**src/rtl/assert_macros.svh**
```systemverilog
// Assertion macros shared by the formatter RTL.
// Expects clk and rst_n (synchronous, active low) in the including scope.
`ifndef ASSERT_MACROS_SVH
`define ASSERT_MACROS_SVH

// Same-cycle implication, checked at every rising edge out of reset.
`define ITOA_ASSERT_IMPL(label, ante, cons, msg) \
  label: assert property (@(posedge clk) disable iff (!rst_n) (ante) |-> (cons)) \
    else $error(msg);

// Next-cycle implication.
`define ITOA_ASSERT_NEXT(label, ante, cons, msg) \
  label: assert property (@(posedge clk) disable iff (!rst_n) (ante) |=> (cons)) \
    else $error(msg);

`endif

```
**src/rtl/itoa_pkg.sv**
```systemverilog
// Shared types, codes and helper functions of the integer-to-ASCII formatter.
// No dependencies; the controller, datapath and top level import this package.
package itoa_pkg;

  localparam int MAX_PAD_DEF = 32;
  localparam int DEC_DIGITS  = 20;  // digits of the largest 64-bit unsigned value
  localparam int DIG_IW      = $clog2(DEC_DIGITS);
  localparam int NAT_W       = $clog2(DEC_DIGITS + 1);
  localparam int VAL_W       = 64;

  localparam logic [1:0] KIND_UDEC = 2'd0;
  localparam logic [1:0] KIND_SDEC = 2'd1;
  localparam logic [1:0] KIND_HEX  = 2'd2;
  localparam logic [1:0] KIND_BAD  = 2'd3;

  localparam logic [7:0] CHAR_ZERO  = 8'h30;  // '0'
  localparam logic [7:0] CHAR_A_OFS = 8'h57;  // 'a' - 10
  localparam logic [7:0] CHAR_MINUS = 8'h2d;  // '-'
  localparam logic [3:0] DIGIT_TEN  = 4'd10;

  typedef logic [DEC_DIGITS-1:0][3:0] digits_t;

  typedef struct packed {
    logic load;
    logic step;
    logic size;
    logic emit_sign;
    logic emit_digit;
  } ctrl_cmd_t;

  typedef struct packed {
    logic skip;       // input kind is not a conversion
    logic in_hex;     // input kind is hexadecimal
    logic conv_last;  // final double-dabble step
    logic neg;        // minus sign pending
    logic idx_zero;   // current digit is the last one
    logic out_free;   // output register can take a character
  } ctrl_sts_t;

  // One double-dabble step: correct each BCD digit, then shift in one bit.
  function automatic digits_t bcd_shift(digits_t b, logic bit_in);
    logic [3:0]              d;
    digits_t                 t;
    logic [4*DEC_DIGITS-1:0] f;
    for (int i = 0; i < DEC_DIGITS; i++) begin
      d = b[i];
      if (d >= 4'd5) begin
        d = d + 4'd3;
      end
      t[i] = d;
    end
    f = t;
    f = {f[4*DEC_DIGITS-2:0], bit_in};
    return digits_t'(f);
  endfunction

  // Count of significant digits, at least one.
  function automatic logic [NAT_W-1:0] nat_digits(digits_t b);
    logic [NAT_W-1:0] n;
    n = NAT_W'(1);
    for (int i = 0; i < DEC_DIGITS; i++) begin
      if (b[i] != 4'd0) begin
        n = NAT_W'(i + 1);
      end
    end
    return n;
  endfunction

endpackage

```
**src/rtl/itoa_in_if.sv**
```systemverilog
// Input channel of the formatter: valid/ready handshake and number payload.
// No dependencies.
interface itoa_in_if;
  logic        valid;
  logic        ready;
  logic [1:0]  kind;
  logic        is_long;
  logic [63:0] value;
  logic [5:0]  min_width;

  modport source (output valid, kind, is_long, value, min_width, input ready);
  modport sink   (input valid, kind, is_long, value, min_width, output ready);
endinterface

```
**src/rtl/itoa_out_if.sv**
```systemverilog
// Result channel of the formatter: one ASCII character per transaction.
// No dependencies.
interface itoa_out_if;
  logic       valid;
  logic       ready;
  logic [7:0] char_code;
  logic       last;

  modport source (output valid, char_code, last, input ready);
  modport sink   (input valid, char_code, last, output ready);
endinterface

```
**src/rtl/integer_to_ascii_formatter_unit.sv**
```systemverilog
// Top level of the integer-to-ASCII formatter: controller plus datapath.
// Depends on itoa_pkg, itoa_in_if, itoa_out_if, itoa_ctrl and itoa_dp.
//
// Each input transaction carries one integer and a format (unsigned decimal,
// signed decimal or lowercase hex, 32- or 64-bit, minimum digit count); the
// unit answers with its ASCII text, one character per output transaction,
// most significant first, with last set on the final character. A minus
// sign precedes any zero padding, the most negative value prints its full
// magnitude, and the minimum count saturates at MAX_PAD (20..63). An item
// with the unused kind code is taken and produces nothing. One item is in
// flight at a time: after acceptance, decimal conversion runs a double-dabble
// unit two bits per cycle (longer for 64-bit values than for 32-bit ones, not
// at all for hex), sizing follows, and then one character leaves per cycle
// while the sink is ready. The double-dabble loop sets the conversion part of
// the time an item takes and the character count sets the rest.
module integer_to_ascii_formatter_unit #(
  parameter int MAX_PAD = itoa_pkg::MAX_PAD_DEF
) (
  input logic       clk,
  input logic       rst_n,
  itoa_in_if.sink   in_ch,
  itoa_out_if.source out_ch
);
  import itoa_pkg::*;

  ctrl_cmd_t cmd;  // controller commands to the datapath
  ctrl_sts_t sts;  // datapath status back to the controller

  // Sequencer: owns the input handshake and decides when to emit.
  itoa_ctrl u_ctrl (
    .clk      (clk),
    .rst_n    (rst_n),
    .in_valid (in_ch.valid),
    .in_ready (in_ch.ready),
    .sts      (sts),
    .cmd      (cmd)
  );

  // Datapath: holds the payload, converts it and drives the output register.
  itoa_dp #(
    .MAX_PAD (MAX_PAD)
  ) u_dp (
    .clk           (clk),
    .rst_n         (rst_n),
    .in_kind       (in_ch.kind),
    .in_is_long    (in_ch.is_long),
    .in_value      (in_ch.value),
    .in_min_width  (in_ch.min_width),
    .out_valid     (out_ch.valid),
    .out_ready     (out_ch.ready),
    .out_char_code (out_ch.char_code),
    .out_last      (out_ch.last),
    .cmd           (cmd),
    .sts           (sts)
  );

endmodule

```
**src/rtl/itoa_ctrl.sv**
```systemverilog
// Sequencer of the formatter: load, convert, size, then emit characters.
// Depends on itoa_pkg and assert_macros.svh.
`include "assert_macros.svh"

module itoa_ctrl (
  input  logic                  clk,
  input  logic                  rst_n,
  input  logic                  in_valid,
  output logic                  in_ready,
  input  itoa_pkg::ctrl_sts_t   sts,
  output itoa_pkg::ctrl_cmd_t   cmd
);
  import itoa_pkg::*;

  typedef enum logic [2:0] {
    ST_IDLE,
    ST_CONV,
    ST_SIZE,
    ST_SIGN,
    ST_DIGITS
  } state_t;

  state_t state_r;
  logic   in_ready_r;
  logic   accept;

  assign in_ready = in_ready_r;
  assign accept   = in_valid && in_ready_r;

  always_comb begin
    cmd            = '0;
    cmd.load       = accept;
    cmd.step       = (state_r == ST_CONV);
    cmd.size       = (state_r == ST_SIZE);
    cmd.emit_sign  = (state_r == ST_SIGN) && sts.out_free;
    cmd.emit_digit = (state_r == ST_DIGITS) && sts.out_free;
  end

  always_ff @(posedge clk) begin
    if (!rst_n) begin
      state_r    <= ST_IDLE;
      in_ready_r <= 1'b0;
    end else begin
      unique case (state_r)
        ST_IDLE: begin
          if (accept && !sts.skip) begin
            in_ready_r <= 1'b0;
            state_r    <= sts.in_hex ? ST_SIZE : ST_CONV;
          end else begin
            in_ready_r <= 1'b1;
          end
        end
        ST_CONV: begin
          if (sts.conv_last) begin
            state_r <= ST_SIZE;
          end
        end
        ST_SIZE: begin
          state_r <= sts.neg ? ST_SIGN : ST_DIGITS;
        end
        ST_SIGN: begin
          if (sts.out_free) begin
            state_r <= ST_DIGITS;
          end
        end
        ST_DIGITS: begin
          if (sts.out_free && sts.idx_zero) begin
            state_r    <= ST_IDLE;
            in_ready_r <= 1'b1;
          end
        end
        default: begin
          state_r <= ST_IDLE;
        end
      endcase
    end
  end

  `ITOA_ASSERT_IMPL(a_emit_needs_slot, cmd.emit_sign || cmd.emit_digit, sts.out_free, "emit into occupied output")
  `ITOA_ASSERT_NEXT(a_last_digit_idle, state_r == ST_DIGITS && sts.out_free && sts.idx_zero, state_r == ST_IDLE && in_ready_r, "no return to idle after last digit")

endmodule

```
**src/rtl/itoa_dp.sv**
```systemverilog
// Datapath of the formatter: magnitude, double-dabble converter, digit
// store, index counter and output register. Depends on itoa_pkg, assert_macros.svh.
`include "assert_macros.svh"

module itoa_dp #(
  parameter int MAX_PAD = itoa_pkg::MAX_PAD_DEF
) (
  input  logic                  clk,
  input  logic                  rst_n,
  input  logic [1:0]            in_kind,
  input  logic                  in_is_long,
  input  logic [63:0]           in_value,
  input  logic [5:0]            in_min_width,
  output logic                  out_valid,
  input  logic                  out_ready,
  output logic [7:0]            out_char_code,
  output logic                  out_last,
  input  itoa_pkg::ctrl_cmd_t   cmd,
  output itoa_pkg::ctrl_sts_t   sts
);
  import itoa_pkg::*;

  localparam int TOT_MAX = (MAX_PAD > DEC_DIGITS) ? MAX_PAD : DEC_DIGITS;
  localparam int TOT_W   = $clog2(TOT_MAX + 1);
  localparam int IDX_W   = $clog2(TOT_MAX);

  logic [VAL_W-1:0] v_ext, mag, mag_r;
  logic             neg, neg_r, hex_r;
  logic [TOT_W-1:0] pad, pad_r, total;
  logic [NAT_W-1:0] nat;
  logic [4:0]       cnt_r;
  logic [IDX_W-1:0] idx_r;
  digits_t          dig_r;
  logic [3:0]       digit;
  logic [7:0]       char_code;
  logic             out_valid_r, out_last_r;
  logic [7:0]       out_char_r;

  // Operand preparation: width cut, sign extension, magnitude.
  always_comb begin
    v_ext = in_is_long ? in_value
                       : {{32{(in_kind == KIND_SDEC) && in_value[31]}}, in_value[31:0]};
    neg   = (in_kind == KIND_SDEC) && v_ext[VAL_W-1];
    mag   = neg ? (VAL_W'(0) - v_ext) : v_ext;
    if (in_min_width == 6'd0) begin
      pad = TOT_W'(1);
    end else if (int'(in_min_width) > MAX_PAD) begin
      pad = TOT_W'(MAX_PAD);
    end else begin
      pad = TOT_W'(in_min_width);
    end
  end

  always_comb begin
    nat   = nat_digits(dig_r);
    total = (TOT_W'(nat) > pad_r) ? TOT_W'(nat) : pad_r;
    digit = (int'(idx_r) < DEC_DIGITS) ? dig_r[idx_r[DIG_IW-1:0]] : 4'd0;
    if (hex_r && (digit >= DIGIT_TEN)) begin
      char_code = CHAR_A_OFS + {4'd0, digit};
    end else begin
      char_code = CHAR_ZERO + {4'd0, digit};
    end
  end

  always_ff @(posedge clk) begin
    if (cmd.load) begin
      hex_r <= (in_kind == KIND_HEX);
      neg_r <= neg;
      pad_r <= pad;
      mag_r <= in_is_long ? mag : {mag[31:0], 32'd0};
      dig_r <= (in_kind == KIND_HEX) ? digits_t'({16'd0, mag}) : '0;
    end else if (cmd.step) begin
      dig_r <= bcd_shift(bcd_shift(dig_r, mag_r[VAL_W-1]), mag_r[VAL_W-2]);
      mag_r <= {mag_r[VAL_W-3:0], 2'b00};
    end
  end

  always_ff @(posedge clk) begin
    if (!rst_n) begin
      cnt_r       <= '0;
      idx_r       <= '0;
      out_valid_r <= 1'b0;
    end else begin
      // Hold the step count at zero once the last step is taken.
      if (cmd.load) begin
        cnt_r <= in_is_long ? 5'd31 : 5'd15;
      end else if (cmd.step && (cnt_r != 5'd0)) begin
        cnt_r <= cnt_r - 5'd1;
      end
      if (cmd.size) begin
        idx_r <= IDX_W'(total - TOT_W'(1));
      end else if (cmd.emit_digit) begin
        idx_r <= idx_r - IDX_W'(1);
      end
      if (cmd.emit_sign || cmd.emit_digit) begin
        out_valid_r <= 1'b1;
      end else if (out_ready) begin
        out_valid_r <= 1'b0;
      end
    end
  end

  always_ff @(posedge clk) begin
    if (cmd.emit_sign) begin
      out_char_r <= CHAR_MINUS;
      out_last_r <= 1'b0;
    end else if (cmd.emit_digit) begin
      out_char_r <= char_code;
      out_last_r <= (idx_r == '0);
    end
  end

  assign out_valid     = out_valid_r;
  assign out_char_code = out_char_r;
  assign out_last      = out_last_r;

  always_comb begin
    sts           = '0;
    sts.skip      = (in_kind == KIND_BAD);
    sts.in_hex    = (in_kind == KIND_HEX);
    sts.conv_last = (cnt_r == 5'd0);
    sts.neg       = neg_r;
    sts.idx_zero  = (idx_r == '0);
    sts.out_free  = !out_valid_r || out_ready;
  end

  `ITOA_ASSERT_IMPL(a_size_after_conv, cmd.size, hex_r || cnt_r == 5'd0, "sizing before conversion done")
  `ITOA_ASSERT_IMPL(a_neg_not_hex, cmd.size && neg_r, !hex_r, "minus sign on hexadecimal item")

endmodule

```
**src/flat_wrapper.sv**
```systemverilog
// flat-port wrapper written by rule: the top's interface ports become plain ports
module integer_to_ascii_formatter_unit_flat import itoa_pkg::*;
#(
  parameter int MAX_PAD = itoa_pkg::MAX_PAD_DEF
)
  (clk, rst_n, in_ch_valid, in_ch_kind, in_ch_is_long, in_ch_value, in_ch_min_width, in_ch_ready, out_ch_valid, out_ch_char_code, out_ch_last, out_ch_ready);
  itoa_in_if in_ch_i ();
  itoa_out_if out_ch_i ();
  input logic clk;
  input logic rst_n;
  input wire logic [$bits(in_ch_i.valid)-1:0] in_ch_valid;
  input wire logic [$bits(in_ch_i.kind)-1:0] in_ch_kind;
  input wire logic [$bits(in_ch_i.is_long)-1:0] in_ch_is_long;
  input wire logic [$bits(in_ch_i.value)-1:0] in_ch_value;
  input wire logic [$bits(in_ch_i.min_width)-1:0] in_ch_min_width;
  output wire logic [$bits(in_ch_i.ready)-1:0] in_ch_ready;
  output wire logic [$bits(out_ch_i.valid)-1:0] out_ch_valid;
  output wire logic [$bits(out_ch_i.char_code)-1:0] out_ch_char_code;
  output wire logic [$bits(out_ch_i.last)-1:0] out_ch_last;
  input wire logic [$bits(out_ch_i.ready)-1:0] out_ch_ready;
  assign in_ch_i.valid = in_ch_valid;
  assign in_ch_i.kind = in_ch_kind;
  assign in_ch_i.is_long = in_ch_is_long;
  assign in_ch_i.value = in_ch_value;
  assign in_ch_i.min_width = in_ch_min_width;
  assign in_ch_ready = in_ch_i.ready;
  assign out_ch_valid = out_ch_i.valid;
  assign out_ch_char_code = out_ch_i.char_code;
  assign out_ch_last = out_ch_i.last;
  assign out_ch_i.ready = out_ch_ready;
  integer_to_ascii_formatter_unit #(.MAX_PAD(MAX_PAD)) u_core (.clk(clk), .rst_n(rst_n), .in_ch(in_ch_i), .out_ch(out_ch_i));
endmodule
```
**config.mk**
```make
export PLATFORM = sky130hd
export DESIGN_NAME = integer_to_ascii_formatter_unit_flat
export DESIGN_NICKNAME = d
export VERILOG_FILES = /design/src/rtl/itoa_pkg.sv /design/src/rtl/itoa_in_if.sv /design/src/rtl/itoa_out_if.sv /design/src/rtl/integer_to_ascii_formatter_unit.sv /design/src/rtl/itoa_ctrl.sv /design/src/rtl/itoa_dp.sv /design/src/flat_wrapper.sv
export VERILOG_INCLUDE_DIRS = /design/src /design/src/rtl
export SDC_FILE = /design/constraint.sdc
export NUM_CORES = 1
export LEC_CHECK = 0
export BUFFER_PORTS_ARGS = -buffer_cell sky130_fd_sc_hd__buf_2
export CELL_PAD_IN_SITES_DETAIL_PLACEMENT = 0
export CELL_PAD_IN_SITES_GLOBAL_PLACEMENT = 1
export CORE_UTILIZATION = 49
export CTS_BUF_LIST = sky130_fd_sc_hd__clkbuf_16
export DETAILED_ROUTE_END_ITERATION = 8
export GPL_TIMING_DRIVEN = 0
export PLACE_DENSITY_LB_ADDON = 0.1
export SLEW_MARGIN = 20
export SYNTH_ARGS = -nofsm -noshare
export SYNTH_HDL_FRONTEND = slang
export SYNTH_SLANG_ARGS = --single-unit
```
**constraint.sdc**
```tcl
create_clock -name clk -period 5.7 [get_ports clk]
set_input_delay 1.14 -clock clk [delete_from_list [all_inputs] [get_ports clk]]
set_output_delay 1.14 -clock clk [all_outputs]
set_load 0.02 [all_outputs]
```
## Word level (Yosys, flattened, before mapping)

Cells that the tools add are included.

- Add/sub/neg operators: 46
- $mul: 0
- Div/mod/pow operators: 0
- $lt $le $gt $ge: 45
- Eq/ne operators: 11
- Shift operators: 0
- Mux-type cells: 130
- Bitwise operators: 0
- Reductions and logical operators: 45

Operators with widths:

| cell | count |
|---|---|
| two-way mux 64 bit | 6 |
| two-way mux 4 bit | 78 |
| >= comparator 4 x 3 -> 1 bit (second input constant) | 40 |
| two-way mux 80 bit | 2 |
| adder 4 x 2 -> 4 bit (second input constant) | 38 |
| two-way mux 5 bit | 24 |
| nonzero test 4 bit | 19 |
| subtractor 1 x 64 -> 64 bit (first input constant) | 1 |
| two-way mux 3 bit | 9 |
| binary-select mux 4 bit (select 5 bit) | 1 |
| one-hot mux 3 bit (5 select lines) | 1 |
| subtractor 5 x 1 -> 5 bit (second input constant) | 3 |
| zero test 5 bit | 2 |
| nonzero test 2 bit | 5 |
| logical AND 1 bit | 9 |
| adder 7 x 4 -> 8 bit (first input constant) | 1 |
| two-way mux 8 bit | 1 |
| adder 6 x 4 -> 7 bit (first input constant) | 1 |
| adder 3 x 2 -> 3 bit (second input constant) | 2 |
| == test 3 x 2 -> 1 bit (second input constant) | 2 |
| > comparator 5 x 6 -> 1 bit | 1 |
| > comparator 6 bit (second input constant) | 1 |
| zero test 6 bit | 1 |
| less-than comparator 5 x 6 -> 1 bit (second input constant) | 1 |
| 19 further kinds | 28 |

- Flip-flop bits (word level): 176
- Latch bits: 0
- RAM bits: 0
- Bits in read-only memories: 0
- Input port bits: 77
- Output and inout port bits: 11
- Memories kept: 0

## Longest topological paths before layout

- Word-level depth: 24
- Depth in mapped cells: 19
- Depth with buffers taken out: 18

## By module

From an unflattened synthesis, not the netlist that was laid out.

- Cell total of the unflattened synthesis: 1554
- Area, all modules: 14401.3 um^2

Modules (own cells, without submodules):

| module | times used | cells each | area an instance (um^2) | sequential area each (um^2) |
|---|---|---|---|---|
| itoa_dp | 1 | 1516 | 14073.5 | 4944.7 |
| itoa_ctrl | 1 | 38 | 327.8 | 80.1 |

## Worst setup path after synthesis

No wires, ideal clock.

- Path kind: input -> register
- Start: input port in_ch_valid
- End: register u_core.u_dp.dig_r[0] (netlist name), enable pin
- Library setup time: 1.219 ns
- Arrival time: 4.020 ns
- Setup slack: 0.461 ns
- Stages: 3
- Buffers on the path: 1
- Path through: nand2_1 > clkbuf_1 > nand2_1

- Longest elaborated chain between the ends: 2

Ends and longest elaborated chain:

| element | RTL line | RTL |
|---|---|---|
| start, declared | flat_wrapper.sv:11 | `input wire logic [$bits(in_ch_i.valid)-1:0] in_ch_valid;` |
| logical AND 1 bit | itoa_ctrl.sv:28 | `assign accept = in_valid && in_ready_r;` |
| nonzero test 2 bit (no source line) | n/a |  |
| end signal, assigned | itoa_dp.sv:71 | `dig_r <= (in_kind == KIND_HEX) ? digits_t'({16'd0, mag}) : '0;` |
| end signal, assigned | itoa_dp.sv:73 | `dig_r <= bcd_shift(bcd_shift(dig_r, mag_r[VAL_W-1]), mag_r[VAL_W-2]);` |
| end, declared | itoa_dp.sv:33 | `digits_t dig_r;` |

No other way between the ends.
A chain may end at the register's enable or synchronous reset.

## Worst setup path in the final report

- Start: register u_core.u_dp.dig_r[40] (netlist name)
- End: register u_core.u_dp.idx_r[4]

- Longest elaborated chain between the ends: 15

Ends and longest elaborated chain:

| element | RTL line | RTL |
|---|---|---|
| nonzero test 4 bit (*) | itoa_pkg.sv:62 | `if (b[i] != 4'd0) begin` |
| two-way mux 5 bit (*) (10 in series) | itoa_pkg.sv:62 |  |
| > comparator 5 x 6 -> 1 bit | itoa_dp.sv:56 | `total = (TOT_W'(nat) > pad_r) ? TOT_W'(nat) : pad_r;` |
| two-way mux 5 bit (*) | itoa_dp.sv:56 |  |
| subtractor 5 x 1 -> 5 bit (*) | itoa_dp.sv:91 | `idx_r <= IDX_W'(total - TOT_W'(1));` |
| two-way mux 5 bit (*) | itoa_dp.sv:90 | `if (cmd.size) begin` |
| end signal, assigned | itoa_dp.sv:91 |  |
| end signal, assigned | itoa_dp.sv:93 | `idx_r <= idx_r - IDX_W'(1);` |
| end, declared | itoa_dp.sv:32 | `logic [IDX_W-1:0] idx_r;` |

Every way passes the cells marked *; elsewhere a longest branch is shown, timed or not.

==> metrics.cfg <==
[power_and_ir_drop]
vdd_ir_drop_max_v=0.000356
p_int_w=0.00462
p_total_w=0.00818
switchingPower_w=0.00356
power_leakage_nw=6.04
power_frac_comb=0.554
powerDensity_nw_per_um2=518
power_frac_seq=0.296
power_frac_clock=0.150
switching_share=0.435

[worst_hold_path]
hp-class=reg2reg

[placement]
dp.cells=2018
hpwlAfterDp_mm=34.5
port-buffer-count=86
pre_cts_ws_ns=0.541
dpl-instance-area_um2=15200
gp_congestion=0.941

[worst_setup_path]
worstPathRequired_ns=6.06
critPathMaxStageDelay_ns=0.66
path_common_cell=ha_1
start_kind=flop
path_max_fanout=8
path_buf_inv=3
crit_family=compound AO/OA/AOI/OAI gates
arrival_ns=5.60
crit_path_end_kind=flop
cpMaxStageDelayCell=nor4b_1
path_cells=inv_1 -> ha_1 -> or3b_1 -> nor4b_1 -> o311ai_0 -> a31oi_1 -> ha_1 -> a21oi_1 -> a21o_1 -> a211o_1 -> clkbuf_1 -> nand3b_1 -> o21ai_0 -> inv_1 -> ha_1 -> and3b_1 -> mux2_4 -> o21a_1
path_class=reg2reg

[synthesis]
synthTopCellsByArea=edfxtp_1 32%, ha_1 8.2%, a21oi_1 4.4%
netlist_instances=1551
synthesis.area_um2=14200
yosys_warnings=0
synth.most_common_cell=edfxtp_1
synth_commonest_cells=152 x edfxtp_1, 127 x nand2_1, 125 x a21oi_1
async_reset_ff_frac=0
synth_edf_count=152
ys_ff_latch=175
synth.distinct_cells=80
synth_top_area_frac=0.322
synth_ff_type=edfxtp_1
syn_nets=1721
yosysSeqAreaShare=0.354
yosysTopAreaCell=edfxtp_1
syn_area_per_cell_um2=9.15

[global_routing]
grt.overflow.total=0
grt_pass1_vias=11500
grt_usage=0.311
antenna_found_initial=0
grt_pass1_wl_mm=67.9
grt_max_degree=49

[finish]
fin_nets=1830
drive_above_1_share=0.115
multi_input_area_um2=8510
fin_area_um2=15800
syn_to_final_growth_pct=11.3
fill_cells=2612
finalNonFillerCells=2051
area.sequential_um2=5020
diodes=0

[sta]
worst_pin_slew_ns=1.13
holdWs_ns=0.472
fin_crit_ns=5.24
fmax_ghz=0.191
finalSetupViolations=0
relSlewSlack=0.237
finalCritPeriodShare=0.919
rsz0062_at_grt=no
skew_ns=0.0142
layout_setup_ws_ns=0.462
finalHoldViolations=0
finalMaxSlewViolations=0

[route]
postRouteAntennaNets=0
dr_total_vias=12600
wl_per_cell_um=21.6
drt-initial-drc-count=1283
dr.pass1.iters=6
route.detailed.drc=0
routed_wl_mm=44.4
via_per_inst=6.15

[clock_network]
hold_buffers=0
clock_path_buffers=2
cts_buffers=17
clk_pin_slew_ns=0.08
clock-sinks=175
cts_setup_buffers=0
insertion_delay_ns=0.46
htree_num_levels=4
cts_resized=0
tritoncts=built
clockRootBuffer=clkbuf_16

[floorplan]
die_area_um2=29600
start_util=0.504
core-area_um2=28200
die_h_um=172
ioPinCount=88
rows=61
die_w_um=172

[flow_run]
drv_cap=0

[outcome]
status=complete, no violations

-- sequential cells by signal (all words and copies together), names as in the netlist --
name                       cells
u_core.u_dp.hex_r              1
u_core.u_dp.cnt_r              5
u_core.u_ctrl.state_r          3
u_core.u_dp.out_char_code      7
u_core.u_dp.mag_r             64
u_core.u_dp.out_valid          1
u_core.u_dp.idx_r              5
u_core.u_dp.pad_r              6
u_core.u_ctrl.in_ready         1
u_core.u_dp.neg_r              1
u_core.u_dp.out_last           1
u_core.u_dp.dig_r             80
-- worst register-to-register path: stages (launching register included) --
cell and delay, ns:
edfxtp_1 0.47, inv_1 0.14, ha_1 0.23, or3b_1 0.45, nor4b_1 0.66, o311ai_0 0.27, a31oi_1 0.39, ha_1 0.25
a21oi_1 0.08, a21o_1 0.18, a211o_1 0.24, clkbuf_1 0.21, nand3b_1 0.21, o21ai_0 0.40, inv_1 0.09, ha_1 0.22
and3b_1 0.21, mux2_4 0.30, o21a_1 0.18
-- cell type report --
type / count / area share
multi-input combinational: 1206 / 0.539
sequential: 175 / 0.318
timing repair buffer: 90 / 0.0327
tap: 378 / 0.0299
clock buffer: 17 / 0.0269
inverter: 104 / 0.0247
buffer: 66 / 0.0168
clock inverter: 15 / 0.0116
-- power groups by stage --
stage	combinational (W)	sequential (W)	clock, W
after CTS	0.00451	0.00241	0.00124
after global placement	0.00433	0.00247	0
after detailed placement	0.00449	0.00244	0
after floorplan	0.00352	0.00232	0
after global routing	0.00510	0.00247	0.00129
final	0.00453	0.00242	0.00123
-- stage by stage --
stage,util,setup TNS [ns]
finish,0.561,0
global route,0.561,0
CTS,0.560,0
detailed placement,0.539,0
global placement,0.536,-295.13
floorplan,-,0
-- layer usage --
metal  part of all wire  global-route usage  up-vias
li1                   -                   -     5965
met1               0.44               0.437     6125
met2               0.46               0.485      439
met3              0.072              0.0476       77
met4              0.028               0.108        0
met5                  0                   0        -
-- cells in the final DEF, fill, tap and decap left out, drive strengths merged, types with 22 or more instances in the layout --
cell type and count:
edfxtp 152, nand2 127, a21oi 125, o21ai 120, inv 113, buf 101
ha 93, nor2 92, clkbuf 72, xnor2 70, mux2i 52, nor3 50
o22ai 46, nand2b 37, nor2b 36, nor3b 33, xor2 27, a21boi 24
dfxtp 23, mux4 22
-- cells by family (layout without fill, tap and decap cells) --
| group | after synthesis | count (layout) | share of synthesized area |
|---|---|---|---|
| muxes | 87 | 87 | 0.0825 |
| AOI/OAI and AO/OA | 447 | 447 | 0.197 |
| and+or+nand+nor | 481 | 481 | 0.178 |
| DFF | 175 | 175 | 0.354 |
| other | 1 | 1 | 0.000264 |
| xor gates and xnor gates | 97 | 97 | 0.0599 |
| buffers and inverters | 170 | 292 | 0.0462 |
| adders and majority gates | 93 | 93 | 0.0820 |
-- worst paths after layout --
path         slack [ns]                         start                           end  cells after the start
max                0.46         u_core.u_dp.dig_r[40]          u_core.u_dp.idx_r[4]                     18
min                0.47  u_core.u_dp.out_char_code[1]  u_core.u_dp.out_char_code[1]                      1
max reg2reg        0.46         u_core.u_dp.dig_r[40]          u_core.u_dp.idx_r[4]                     18
min reg2reg        0.47  u_core.u_dp.out_char_code[1]  u_core.u_dp.out_char_code[1]                      1
(Power assumes the default switching activity.)
